$ cat src/design/fbcss_pkg.sv
// ----------------------------------------------------------------------------
// fbcss_pkg
// Types and constants of the forward byte-class sequence search: input and
// result beats, register indexes and the control bundle fed to every cell.
// ----------------------------------------------------------------------------
package fbcss_pkg;

    localparam int BYTE_W    = 8;
    localparam int POS_W     = 4;
    localparam int LEN_W     = 5;
    localparam int START_W   = 32;
    localparam int MPOS_W    = 32;
    localparam int TABLE_D   = 256;

    localparam logic ACT_WRITE = 1'b0;
    localparam logic ACT_SCAN  = 1'b1;

    localparam logic REG_PATTERN_LEN  = 1'b0;
    localparam logic REG_SEARCH_START = 1'b1;

    typedef struct packed {
        logic              action;
        logic [POS_W-1:0]  class_pos;
        logic [BYTE_W-1:0] class_byte;
        logic              class_member;
        logic [BYTE_W-1:0] data_byte;
        logic              last;
    } item_t;

    typedef struct packed {
        logic              found;
        logic [MPOS_W-1:0] match_pos;
    } result_t;

    typedef struct packed {
        logic              rd_en;
        logic [BYTE_W-1:0] rd_addr;
        logic [BYTE_W-1:0] wr_addr;
        logic              wr_data;
        logic              step;
        logic              flush;
    } cell_ctrl_t;

endpackage

$ cat src/design/fbcss_cell.sv
// ----------------------------------------------------------------------------
// fbcss_cell
// One pattern position: its byte class column (one bit per byte value) and
// its partial-match bit, fed from the previous position each step.
// ----------------------------------------------------------------------------
module fbcss_cell (
    input  logic                 aclk,
    input  logic                 aresetn,
    input  fbcss_pkg::cell_ctrl_t ctrl,
    input  logic                 wr_en,
    input  logic                 prev_in,
    output logic                 hit,
    output logic                 pv_out
);

    logic                         col_mem [fbcss_pkg::TABLE_D];
    logic                         rd_reg;
    logic                         pv_reg;
    logic                         pv_next;

    always_ff @(posedge aclk) begin
        if (wr_en) begin
            col_mem[ctrl.wr_addr] <= ctrl.wr_data;
        end
        if (ctrl.rd_en) begin
            rd_reg <= col_mem[ctrl.rd_addr];
        end
    end

    assign hit = prev_in & rd_reg;

    always_comb begin
        pv_next = pv_reg;
        if (ctrl.step) begin
            pv_next = ctrl.flush ? 1'b0 : hit;
        end
    end

    always_ff @(posedge aclk) begin
        if (!aresetn) begin
            pv_reg <= 1'b0;
        end else begin
            pv_reg <= pv_next;
        end
    end

    assign pv_out = pv_reg;

endmodule

$ cat config.mk
export PLATFORM = sky130hd
export DESIGN_NAME = fbcss_cell
export DESIGN_NICKNAME = d
export VERILOG_FILES = /design/src/design/fbcss_pkg.sv /design/src/design/fbcss_cell.sv
export SDC_FILE = /design/constraint.sdc
export NUM_CORES = 1
export LEC_CHECK = 0
export BUFFER_PORTS_ARGS = -buffer_cell sky130_fd_sc_hd__buf_4
export CORE_ASPECT_RATIO = 0.7
export CORE_MARGIN = 2
export CORE_UTILIZATION = 25
export CTS_BUF_LIST = sky130_fd_sc_hd__clkbuf_8
export DETAILED_ROUTE_END_ITERATION = 8
export SLEW_MARGIN = 10
export SYNTH_ARGS = -nofsm -noshare
export SYNTH_HDL_FRONTEND = slang
export SYNTH_SLANG_ARGS = --single-unit
$ cat constraint.sdc
create_clock -name aclk -period 2.4 [get_ports aclk]
set_input_delay 0.12 -clock aclk [delete_from_list [all_inputs] [get_ports aclk]]
set_output_delay 0.12 -clock aclk [all_outputs]
set_load 0.01 [all_outputs]
==> After elaboration in Yosys (flattened, before gate mapping) <==
Memory sizes are Yosys's and may differ from the RTL's. A register that Yosys moved wholly into a read port is not among the register bits.
Cells that the tools add are included.
{ "op_classes": {"n_addsub": 0, "n_mul": 0, "div_mod_pow": 0, "order_cmp": 0, "n_eq_ne": 0, "n_shift": 0, "n_mux": 3, "bitwise": 1, "reduce_logical": 0} }
{ "ops": {"columns": ["cell", "n"], "rows": [
  ["two-way mux 1 bit", 3],
  ["bitwise AND 1 bit", 1]
]} }
{ "totals": {"register_bits": 1, "latchBits": 0, "ramBits": 256, "romBits": 0, "in_bits": 24, "out_inout_bits": 2, "word_cells": 6, "memories": 1} }
{ "mem_list": {"columns": ["memory", "words", "width", "rd", "rd_clocked_by_memory_dff", "write_ports", "line", "rtl"], "rows": [
  ["col_mem", 256, 1, 1, 1, 1, "fbcss_cell.sv:16", "logic col_mem [fbcss_pkg::TABLE_D];"]
]} }

==> Depth between registers and ports, before layout <==
Gate-level depths: netlist of run 1.
{ "logic_depth": {"depth_word": 2, "mapped_depth": 10} }

==> Worst setup path after synthesis of run 1 <==
Ideal clock, no wire load.
{ "synth_path": {"path_kind": "input to register", "start": "in ctrl[11] in the netlist's numbering", "end": "reg rd_reg (read register of col_mem), data pin", "setup_ns": 0.267, "arrival_time_ns": 1.766, "required_time_ns": 2.133, "slack_ns": 0.367, "path_stages": 8, "path_buffers": 2, "path_cell_list": "buf_6 > buf_6 > mux4_2 > mux4_2 > mux2i_1 > o22ai_1 > a21oi_1 > a22oi_1"} }
{ "synth_rtl": {"columns": ["element", "line", "rtl"], "rows": [
  ["from (decl)", "fbcss_cell.sv:9", "input fbcss_pkg::cell_ctrl_t ctrl,"],
  ["to (decl)", "fbcss_cell.sv:17", "logic rd_reg;"]
]} }

==> results.json, run 1 <==
{
  "routed_via_density": 4.684,
  "yosysWarnings": 0,
  "wl_met3_microns": 2294,
  "yosysTopAreaCellShare_pct": 68.99,
  "reg2reg_slack_ns": 0.14,
  "syn-num-nets": 817,
  "grt_setup_unrepaired": "no",
  "cts_root_buffer": "clkbuf_8",
  "ys_types": 36,
  "finalClockSkew_ns": 0.02254,
  "routedLengthMet1_microns": 12930,
  "ys_ff_latch": 258,
  "dominantRegCellSynth": "edfxtp_1",
  "p_per_area_mw_per_mm2": 680.7,
  "hold_viol_final": 0,
  "async_flop_share_pct": 0,
  "area_growth_pct": 16.10,
  "drc": 0,
  "top_layer_used": "met4",
  "synth.most_common_cell": "nor2_1",
  "final_util_pct": 29.59,
  "fillCellCount": 4472,
  "max-cap-violations": 0,
  "finalNonFillerCells": 1475,
  "postRouteAntennaNets": 0,
  "die_area_sq_mm": 0.04648,
  "status": "finished, final reports clean",
  "syn_area_sq_mm": 0.01119,
  "cts_max_path_buffers": 3,
  "cts-buffers-inserted": 39,
  "grt_max_degree": 90,
  "slew_headroom_pct": 47.57,
  "drt-pass1-iter-count": 5,
  "grt_pass1_vias": 6990,
  "num_rows": 64,
  "vias": 6909,
  "drive_gt1_share_pct": 18.62,
  "met2WireLength_microns": 12140,
  "rr_endpoint": "rd_reg",
  "ir_worst_vdd_v": 0.0002532,
  "hpwlAfterDp_microns": 17240,
  "wire_per_inst_microns": 18.96,
  "crit_fanout": 1,
  "clk_pin_slew_ns": 0.07,
  "fmax_mhz": 441.8,
  "finalMaxSlewViolations": 0,
  "routabilityCongestion": 0.8079,
  "synthTopCellsByArea": "edfxtp_1 (69%), nor2_1 (9.0%), mux4_2 (8.5%)",
  "min_period_ns": 2.264,
  "whs_ns": 0.03054,
  "cts.sinks": 258,
  "hold_start": "ctrl[2]",
  "critical_path_class": "flop to flop",
  "setup_viol": 0,
  "antenna_cells": 0,
  "setup-tns-final_ns": 0,
  "cts_tree": "built",
  "fp.coreArea_sq_mm": 0.04388,
  "drt_iter0_drc": 857,
  "timing.final.crit_share_pct": 94.32,
  "ys_top_cells_by_count": "nor2_1 (268), edfxtp_1 (257), mux2i_1 (51), mux4_2 (42), clkbuf_1 (39)",
  "power.total_mw": 8.840,
  "numPlacedInstances": 1404,
  "grt_usage_pct": 12.16,
  "io_buffer_count": 25,
  "whs_path_depth": 1,
  "hold_class": "primary input to flop",
  "netlist_instances": 793,
  "yosysTopAreaCell": "edfxtp_1",
  "critPathCaptureType": "flop",
  "syn_avg_cell_area_sq_um": 14.11,
  "wirelength_microns": 27960,
  "grt_pass1_wl_microns": 42990,
  "worst_pin_slew_ns": 0.7842,
  "die_y_microns": 181.0,
  "synth_seq_area_share_pct": 69.17,
  "largest_register_ffs": 256,
  "start_util_pct": 25.49,
  "synth_edf_count": 257,
  "dieWidth_microns": 256.8,
  "crit_arrival_ns": 2.55,
  "leakagePower_nw": 4.015,
  "cts_max_level": 2,
  "rr_startpoint": "col_mem[65]",
  "worst-r2r-cell-count": 6,
  "io_pins": 26,
  "min_delay_worst_endpoint": "col_mem[246]",
  "layout.nets": 878,
  "clock_latency_ns": 0.55,
  "antenna_found_initial": 0,
  "worstSetupStartpointType": "flop",
  "critPathRequiredTime_ns": 2.69,
  "grt-ovfl-total": 0
}
==> metal layers <==
layer | global-route usage, % | up-vias
met5 | 0 | -
met1 | 17.60 | 3566
met3 | 3.072 | 51
li1 | - | 3058
met2 | 17.95 | 234
met4 | 3.465 | 0
==> placed cells by master, fill, tap and decap left out, types with 5 or more instances in the layout <==
cell        n
a22o_1      6
a22oi_1     8
buf_12      6
buf_4      66
clkbuf_8   41
clkinv_1    8
clkinv_2    7
edfxtp_1  257
inv_1      13
mux2i_1    51
mux4_2     42
nand2_1    23
nand3_1    12
nor2_1    268
nor2b_1     9
nor4_1      5
o22ai_1    23
==> per-stage QoR <==
stage | area [sq um] | setup slack (ns)
after floorplan | 11190 | 0.3668
after global placement | 12280 | -0.01831
after detailed placement | 12280 | -0.1029
after CTS | 12990 | 0.1685
after global routing | 12990 | 0.02541
final | 12990 | 0.1363
==> repair_timing <==
action	CTS	global route
buffers inserted	0	0
hold buffers	3	0
resized for setup	0	0
endpoints found under the hold margin	2	0
==> cell families (layout without fill, tap and decap cells) <==
logic type      Yosys count  after routing  synth area share [%]
flops                   258            258                 69.17
mux                      94             94                 13.12
simple gates            333            333                 12.06
buf+inv                  57            145                 2.483
compound gates           51             51                 3.166
==> where the power goes <==
group / total, mW / internal (mW) / switching, mW
clock network: 3.31 / 1.58 / 1.73
logic: 0.559 / 0.216 / 0.343
registers: 4.97 / 4.96 / 0.00403
total: 8.84 / 6.76 / 2.08
==> worst max-delay path: stages (launching register included) <==
cell and delay, ns:
edfxtp_1 0.38, mux4_2 0.46, a22o_1 0.31, nor4_1 0.24, a31oi_1 0.09, a311oi_1 0.36
a22oi_1 0.15
==> how the worst max path moves through the flow <==
stage | from | end | depth (start not counted) | slack, ns
floorplan | ctrl[11] | rd_reg | 8 | 0.37
global placement | ctrl[11] | rd_reg | 9 | -0.02
detailed placement | ctrl[11] | rd_reg | 9 | -0.10
CTS | col_mem[219] | rd_reg | 6 | 0.17
global route | col_mem[65] | rd_reg | 6 | 0.03
finish | col_mem[65] | rd_reg | 6 | 0.14
==> cell type report <==
cell class	count	area (sq um)	share of cell area [%]
Inverter	1	3.754	0.02890
Timing Repair Buffer	76	656.9	5.058
Multi-Input combinational cell	478	3171	24.41
Clock buffer	41	564.3	4.345
Tap cell	594	743.2	5.723
Clock inverter	27	110.1	0.8479
Sequential cell	258	7737	59.58
(Power assumes the default switching activity.)
==> inputs of run 2 (changes only) <==
--- a/config.mk
+++ b/config.mk
@@ -11,6 +11,7 @@
 export CORE_UTILIZATION = 25
 export CTS_BUF_LIST = sky130_fd_sc_hd__clkbuf_8
 export DETAILED_ROUTE_END_ITERATION = 8
+export PLACE_DENSITY_LB_ADDON = 0.08
 export SLEW_MARGIN = 10
 export SYNTH_ARGS = -nofsm -noshare
 export SYNTH_HDL_FRONTEND = slang
==> run 2 against run 1 <==
  * First-iteration DRC count down 47%
  * Clock skew about the same
  * Routed wire length up 19%
  * Design area up 1.5%
  * Combinational power up 7.5%
  * Clock power up 10%
  * Global-route usage up 2.4 points
  * Count of clock-buffer cells in the layout up 4
  * Total power up 4.3%
  * Sequential share of layout area down 0.89 points
  * Die area unchanged
==> results.json, run 2 (same netlist as run 1, synthesis figures left out) <==
{
  "status": "finished, final reports clean",
  "postRouteAntennaNets": 0,
  "grt_pass1_wl_microns": 49180,
  "leakagePower_nw": 4.138,
  "crit_fanout": 1,
  "clock_latency_ns": 0.57,
  "post-place-ws_ns": -0.04672,
  "hpwlAfterDp_microns": 20960,
  "critical_path_class": "flop to flop",
  "worstPathCellList": "mux4_2 -> a22oi_1 -> buf_4 -> a31oi_1 -> a311oi_2 -> a22oi_1",
  "drc": 0,
  "drt_iter0_drc": 456,
  "hold_viol_final": 0,
  "worstSetupStartpointType": "flop",
  "area_growth_pct": 17.85,
  "routabilityCongestion": 0.7464,
  "antenna_cells": 0,
  "io_pins": 26,
  "start_util_pct": 25.49,
  "mostFrequentLayoutCells": "nor2_1 (268), edfxtp_1 (257), buf_4 (77)",
  "crit_path_top_delay_cell": "mux4_2",
  "layout_commonest_cell": "nor2_1",
  "final_util_pct": 30.04,
  "drive_gt1_share_pct": 20.07,
  "max_stage_delay_ns": 0.49,
  "cts_max_level": 2,
  "antenna_found_initial": 1,
  "wire_per_inst_microns": 22.26,
  "grt_max_degree": 152,
  "cts_max_path_buffers": 3,
  "slew_headroom_pct": 48.18,
  "die_y_microns": 181.0,
  "crit_arrival_ns": 2.54,
  "routed_via_density": 4.576,
  "dieWidth_microns": 256.8,
  "fmax_mhz": 441.9,
  "worst_pin_slew_ns": 0.7754,
  "fp.coreArea_sq_mm": 0.04388,
  "layout.nets": 894,
  "max-cap-violations": 0,
  "setup_ws_ns": 0.1368,
  "drt-pass1-iter-count": 5,
  "cts_tree": "built",
  "critPathCaptureType": "flop",
  "largest_register_ffs": 256,
  "cts.sinks": 258,
  "finalClockSkew_ns": 0.02262,
  "cts-buffers-inserted": 44,
  "io_buffer_count": 25,
  "die_area_sq_mm": 0.04648,
  "p_per_area_mw_per_mm2": 699.2,
  "power.total_mw": 9.217,
  "hold_class": "primary input to flop",
  "min_period_ns": 2.263,
  "cpMostUsedCell": "a22oi_1",
  "grt_usage_pct": 14.55,
  "cts_root_buffer": "clkbuf_8",
  "ir_worst_vdd_v": 0.0002653,
  "finalMaxSlewViolations": 0,
  "grt-ovfl-total": 0,
  "grt_pass1_vias": 7308,
  "vias": 6846,
  "critPathRequiredTime_ns": 2.68,
  "wirelength_microns": 33290,
  "setup_viol": 0,
  "clk_pin_slew_ns": 0.07,
  "timing.final.crit_share_pct": 94.30,
  "grt_setup_unrepaired": "no",
  "num_rows": 64
}
==> run 2: cell count changes in the layout (fill, tap and decap cells not counted), moves of 2 or more <==
cell | previous run | this run
inv_1 | 13 | 20
buf_4 | 66 | 77
clkinv_2 | 7 | 5
clkbuf_8 | 41 | 45
==> run 2: worst max-delay path: cells and delay by family, from the launching register on <==
| family | cells | cell delay (ns) |
|---|---|---|
| multiplexers | 1 | 0.49 |
| AO/OA/AOI/OAI | 4 | 0.93 |
| flip-flops | 1 | 0.37 |
| buffers and inverters | 1 | 0.19 |
==> run 2: area by class of cell <==
cell class	count	area (sq um)
fillers	4515	30700
flip-flops and latches	258	7737
multi-input cells	478	3193
well taps	594	743.2
repair buffers	87	729.5
clock buffers	45	619.3
clock inverters	33	156.4
inverters	1	3.754
==> run 2: metal layers <==
| layer | part of all wire, % | global-route usage [%] | routed length, microns | up-vias |
|---|---|---|---|---|
| li1 | - | - | - | 3092 |
| met1 | 48 | 20.28 | 16030 | 3565 |
| met2 | 46 | 23.35 | 15280 | 137 |
| met3 | 4.2 | 2.820 | 1382 | 52 |
| met4 | 1.8 | 3.512 | 610 | 0 |
| met5 | 0 | 0 | 0 | - |
==> run 2: worst paths after layout <==
path,start,to,slack (ns),cells past startpoint
setup / recovery,col_mem[105],rd_reg,0.14,6
hold / removal,ctrl[18],rd_reg,0.09,3
setup reg to reg,col_mem[105],rd_reg,0.14,6
hold reg to reg,pv_out,pv_out,1.04,3
==> run 2: power breakdown <==
part           internal (mW)  switching [mW]
Clock                   1.84            1.80
Sequential              4.97         0.00406
Combinational          0.230           0.371
==> run 2: per-stage QoR <==
step / hold WS, ns / cells / setup TNS, ns / cell area, sq um
floorplan: 0.2189 / 793 / 0 / 11190
global placement: 0.3494 / 1414 / -0.07598 / 12340
detailed placement: 0.3483 / 1414 / -0.04672 / 12340
CTS: 0.03444 / 1496 / 0 / 13160
global route: 0.06585 / 1496 / 0 / 13180
finish: 0.08750 / 1496 / 0 / 13180
==> run 2: what timing repair did <==
action                                 in CTS  in global routing
buffers inserted                            0                  0
resized for setup                           0                  4
setup endpoints to repair                   0                  1
endpoints found under the hold margin      39                  0
hold buffers                                4                  0
==> inputs of run 3 (changes only) <==
--- a/config.mk
+++ b/config.mk
@@ -5,10 +5,11 @@
 export SDC_FILE = /design/constraint.sdc
 export NUM_CORES = 1
 export LEC_CHECK = 0
+export ABC_AREA = 1
 export BUFFER_PORTS_ARGS = -buffer_cell sky130_fd_sc_hd__buf_4
 export CORE_ASPECT_RATIO = 0.7
 export CORE_MARGIN = 2
-export CORE_UTILIZATION = 25
+export CORE_UTILIZATION = 30
 export CTS_BUF_LIST = sky130_fd_sc_hd__clkbuf_8
 export DETAILED_ROUTE_END_ITERATION = 8
 export PLACE_DENSITY_LB_ADDON = 0.08
==> constraint.sdc (replaced) <==
create_clock -name aclk -period 2.3 [get_ports aclk]
set_input_delay 0.115 -clock aclk [delete_from_list [all_inputs] [get_ports aclk]]
set_output_delay 0.115 -clock aclk [all_outputs]
set_load 0.01 [all_outputs]
==> run 3 against run 2 <==
  * Critical endpoint unchanged
  * Global-route usage is 4.5 points higher
  * Count of clock-buffer cells in the layout stayed put
  * Combinational power rose by 26%
  * Core utilization is 4.5 points higher
  * Largest power group unchanged
  * Critical path type unchanged
==> results.json, run 3 <==
{
  "status": "finished, final reports clean",
  "setup_viol": 0,
  "finalClockSkew_ns": 0.01866,
  "syn_avg_cell_area_sq_um": 9.892,
  "yosysWarnings": 0,
  "max_stage_delay_ns": 0.55,
  "leakagePower_nw": 4.566,
  "power.total_mw": 9.620,
  "critPathRequiredTime_ns": 2.62,
  "netlist_instances": 1190,
  "critical_path_class": "flop to flop",
  "post_cts.repair.setup_buffers": 0,
  "synth_edf_count": 257,
  "io_pins": 26,
  "io_buffer_count": 25,
  "grt-ovfl-total": 0,
  "area_growth_pct": 13.35,
  "grt_pass1_wl_microns": 56760,
  "fp.coreArea_sq_mm": 0.03859,
  "drive_gt1_share_pct": 9.215,
  "yosysTopAreaCellShare_pct": 65.56,
  "grt_setup_unrepaired": "no",
  "rr_startpoint": "col_mem[239]",
  "worst_pin_slew_ns": 0.6957,
  "worstPathCellList": "nand2_1 -> nand3_1 -> nand3_1 -> nand3_1 -> nand3_1 -> nand2_1 -> nand2_1 -> nand3_1 -> nand3_1 -> dlygate4sd3_1 -> nand2_1",
  "wire_per_inst_microns": 21.52,
  "crit_path_top_delay_cell": "dlygate4sd3_1",
  "synth_seq_area_share_pct": 65.73,
  "critPathTopFamily": "simple AND/OR/NAND/NOR gates",
  "timing.final.crit_share_pct": 93.88,
  "layout.nets": 1252,
  "mostFrequentLayoutCells": "nand2_1 (300), nor2_1 (269), edfxtp_1 (257)",
  "cp_num_buf_inv": 1,
  "worst-r2r-cell-count": 11,
  "drc": 0,
  "critPathCaptureType": "flop",
  "slew_headroom_pct": 53.51,
  "cts_tree": "built",
  "grt_pass1_vias": 8336,
  "ys_types": 15,
  "grt_max_degree": 72,
  "cts-buffers-inserted": 43,
  "finalMaxSlewViolations": 0,
  "syn-num-nets": 1214,
  "layout_commonest_cell": "nand2_1",
  "hold_class": "primary input to flop",
  "setup-tns-final_ns": 0,
  "path_depth": 11,
  "max-cap-violations": 0,
  "fmax_mhz": 463.1,
  "largest_register_ffs": 256,
  "vias": 8674,
  "cts_hold_buffers": 10,
  "routabilityCongestion": 0.7614,
  "cts_root_buffer": "clkbuf_8",
  "wirelength_microns": 38200,
  "ctsResizeCount": 0,
  "crit_fanout": 1,
  "die_area_sq_mm": 0.04086,
  "p_per_area_mw_per_mm2": 721.0,
  "p_int_mw": 7.164,
  "num_rows": 60,
  "async_flop_share_pct": 0,
  "min_period_ns": 2.159,
  "synthTopCellsByArea": "edfxtp_1 (66%), nand3_1 (11%), nand2_1 (9.6%)",
  "worstSetupStartpointType": "flop",
  "antenna_found_initial": 0,
  "postRouteAntennaNets": 0,
  "cts_max_path_buffers": 3,
  "antenna_cells": 0,
  "cts_max_level": 2,
  "start_util_pct": 30.51,
  "p_comb_share_pct": 7.9,
  "synth.most_common_cell": "nand2_1",
  "switching_share_pct": 25.53,
  "grt_usage_pct": 19.01,
  "endpoint": "rd_reg",
  "rr_endpoint": "rd_reg",
  "cpMostUsedCell": "nand3_1",
  "routed_via_density": 4.887,
  "clock_latency_ns": 0.57,
  "startpoint": "col_mem[239]",
  "crit_arrival_ns": 2.48,
  "yosysTopAreaCell": "edfxtp_1",
  "drt_iter0_drc": 603,
  "drt-pass1-iter-count": 5,
  "ir_worst_vdd_v": 0.0003382,
  "clk_pin_slew_ns": 0.06,
  "dominantRegCellSynth": "edfxtp_1",
  "power_frac_seq_pct": 53.9,
  "reg2reg_slack_ns": 0.14,
  "ys_top_cells_by_count": "nand2_1 (300), nor2_1 (269), edfxtp_1 (257), nand3_1 (254), clkbuf_1 (40)",
  "hold_viol_final": 0,
  "switchingPower_mw": 2.456,
  "ys_ff_latch": 258,
  "syn_area_sq_mm": 0.01177,
  "dieWidth_microns": 240.8,
  "die_y_microns": 169.7,
  "power_frac_clock_pct": 38.2,
  "cts.sinks": 258,
  "hpwlAfterDp_microns": 21160
}
-- run 3: layout make-up --
type	count	area, sq um
fillers	4078	25240
flip-flops and latches	258	7737
multi-input cells	828	3438
inverters	19	73.82
well taps	527	659.4
clock buffers	45	619.3
repair buffers	78	739.5
clock inverters	20	75.07
-- run 3: power groups by stage --
stage	Sequential (mW)	Clock [mW]	Combinational, mW
floorplan	5.29	0	0.408
global placement	5.29	0	0.758
detailed placement	5.29	0	0.750
CTS	5.19	3.78	0.767
global route	5.18	3.96	0.830
finish	5.19	3.68	0.756
-- run 3: stage by stage --
| step | worst slack [ns] | std cells | utilization, % | instance area, sq um | hold WS, ns |
|---|---|---|---|---|---|
| final | 0.1407 | 1775 | 34.58 | 13340 | 0.05073 |
| after detailed placement | 0.3383 | 1700 | 32.52 | 12550 | 0.3484 |
| after global placement | 0.3488 | 1700 | 32.52 | 12550 | 0.3575 |
| after global routing | 0.06506 | 1775 | 34.58 | 13340 | 0.03079 |
| after CTS | 0.2044 | 1775 | 34.58 | 13340 | 0.002842 |
| after floorplan | 0.9461 | 1190 | - | 11770 | 0.2139 |
-- run 3: worst min path at each step --
stage          startpoint     endpoint  slack, ns  depth (start not counted)
2_1_floorplan     ctrl[2]   col_mem[0]       0.21                          0
3_3_place_gp     ctrl[19]       rd_reg       0.36                          1
3_5_place_dp     ctrl[19]       rd_reg       0.35                          1
4_1_cts           ctrl[5]  col_mem[31]      0.003                          3
5_1_grt           ctrl[5]  col_mem[31]       0.03                          3
6_report          ctrl[5]  col_mem[31]       0.05                          3
-- run 3: cell families (layout without fill, tap and decap cells) --
group | count (synthesis) | in the layout | synth area share [%]
AO/OA/AOI/OAI | 2 | 2 | 0.1063
buffers and inverters | 104 | 162 | 5.060
flip-flops | 258 | 258 | 65.73
AND/OR/NAND/NOR | 826 | 826 | 29.10
-- run 3: worst reg2reg max path, delay by kind of cell, from the launching register on --
kind | cells | cell delay [ns]
and+or+nand+nor | 10 | 1.00
DFF | 1 | 0.36
buffers and inverters | 1 | 0.55
-- run 3: routing by layer --
| metal | up-vias | GRT usage (%) | share of wire [%] |
|---|---|---|---|
| li1 | 4087 | - | - |
| met1 | 4343 | 29.29 | 52 |
| met2 | 189 | 27.73 | 42 |
| met3 | 55 | 3.123 | 4.3 |
| met4 | 0 | 4.267 | 1.6 |
| met5 | - | 0 | 0 |
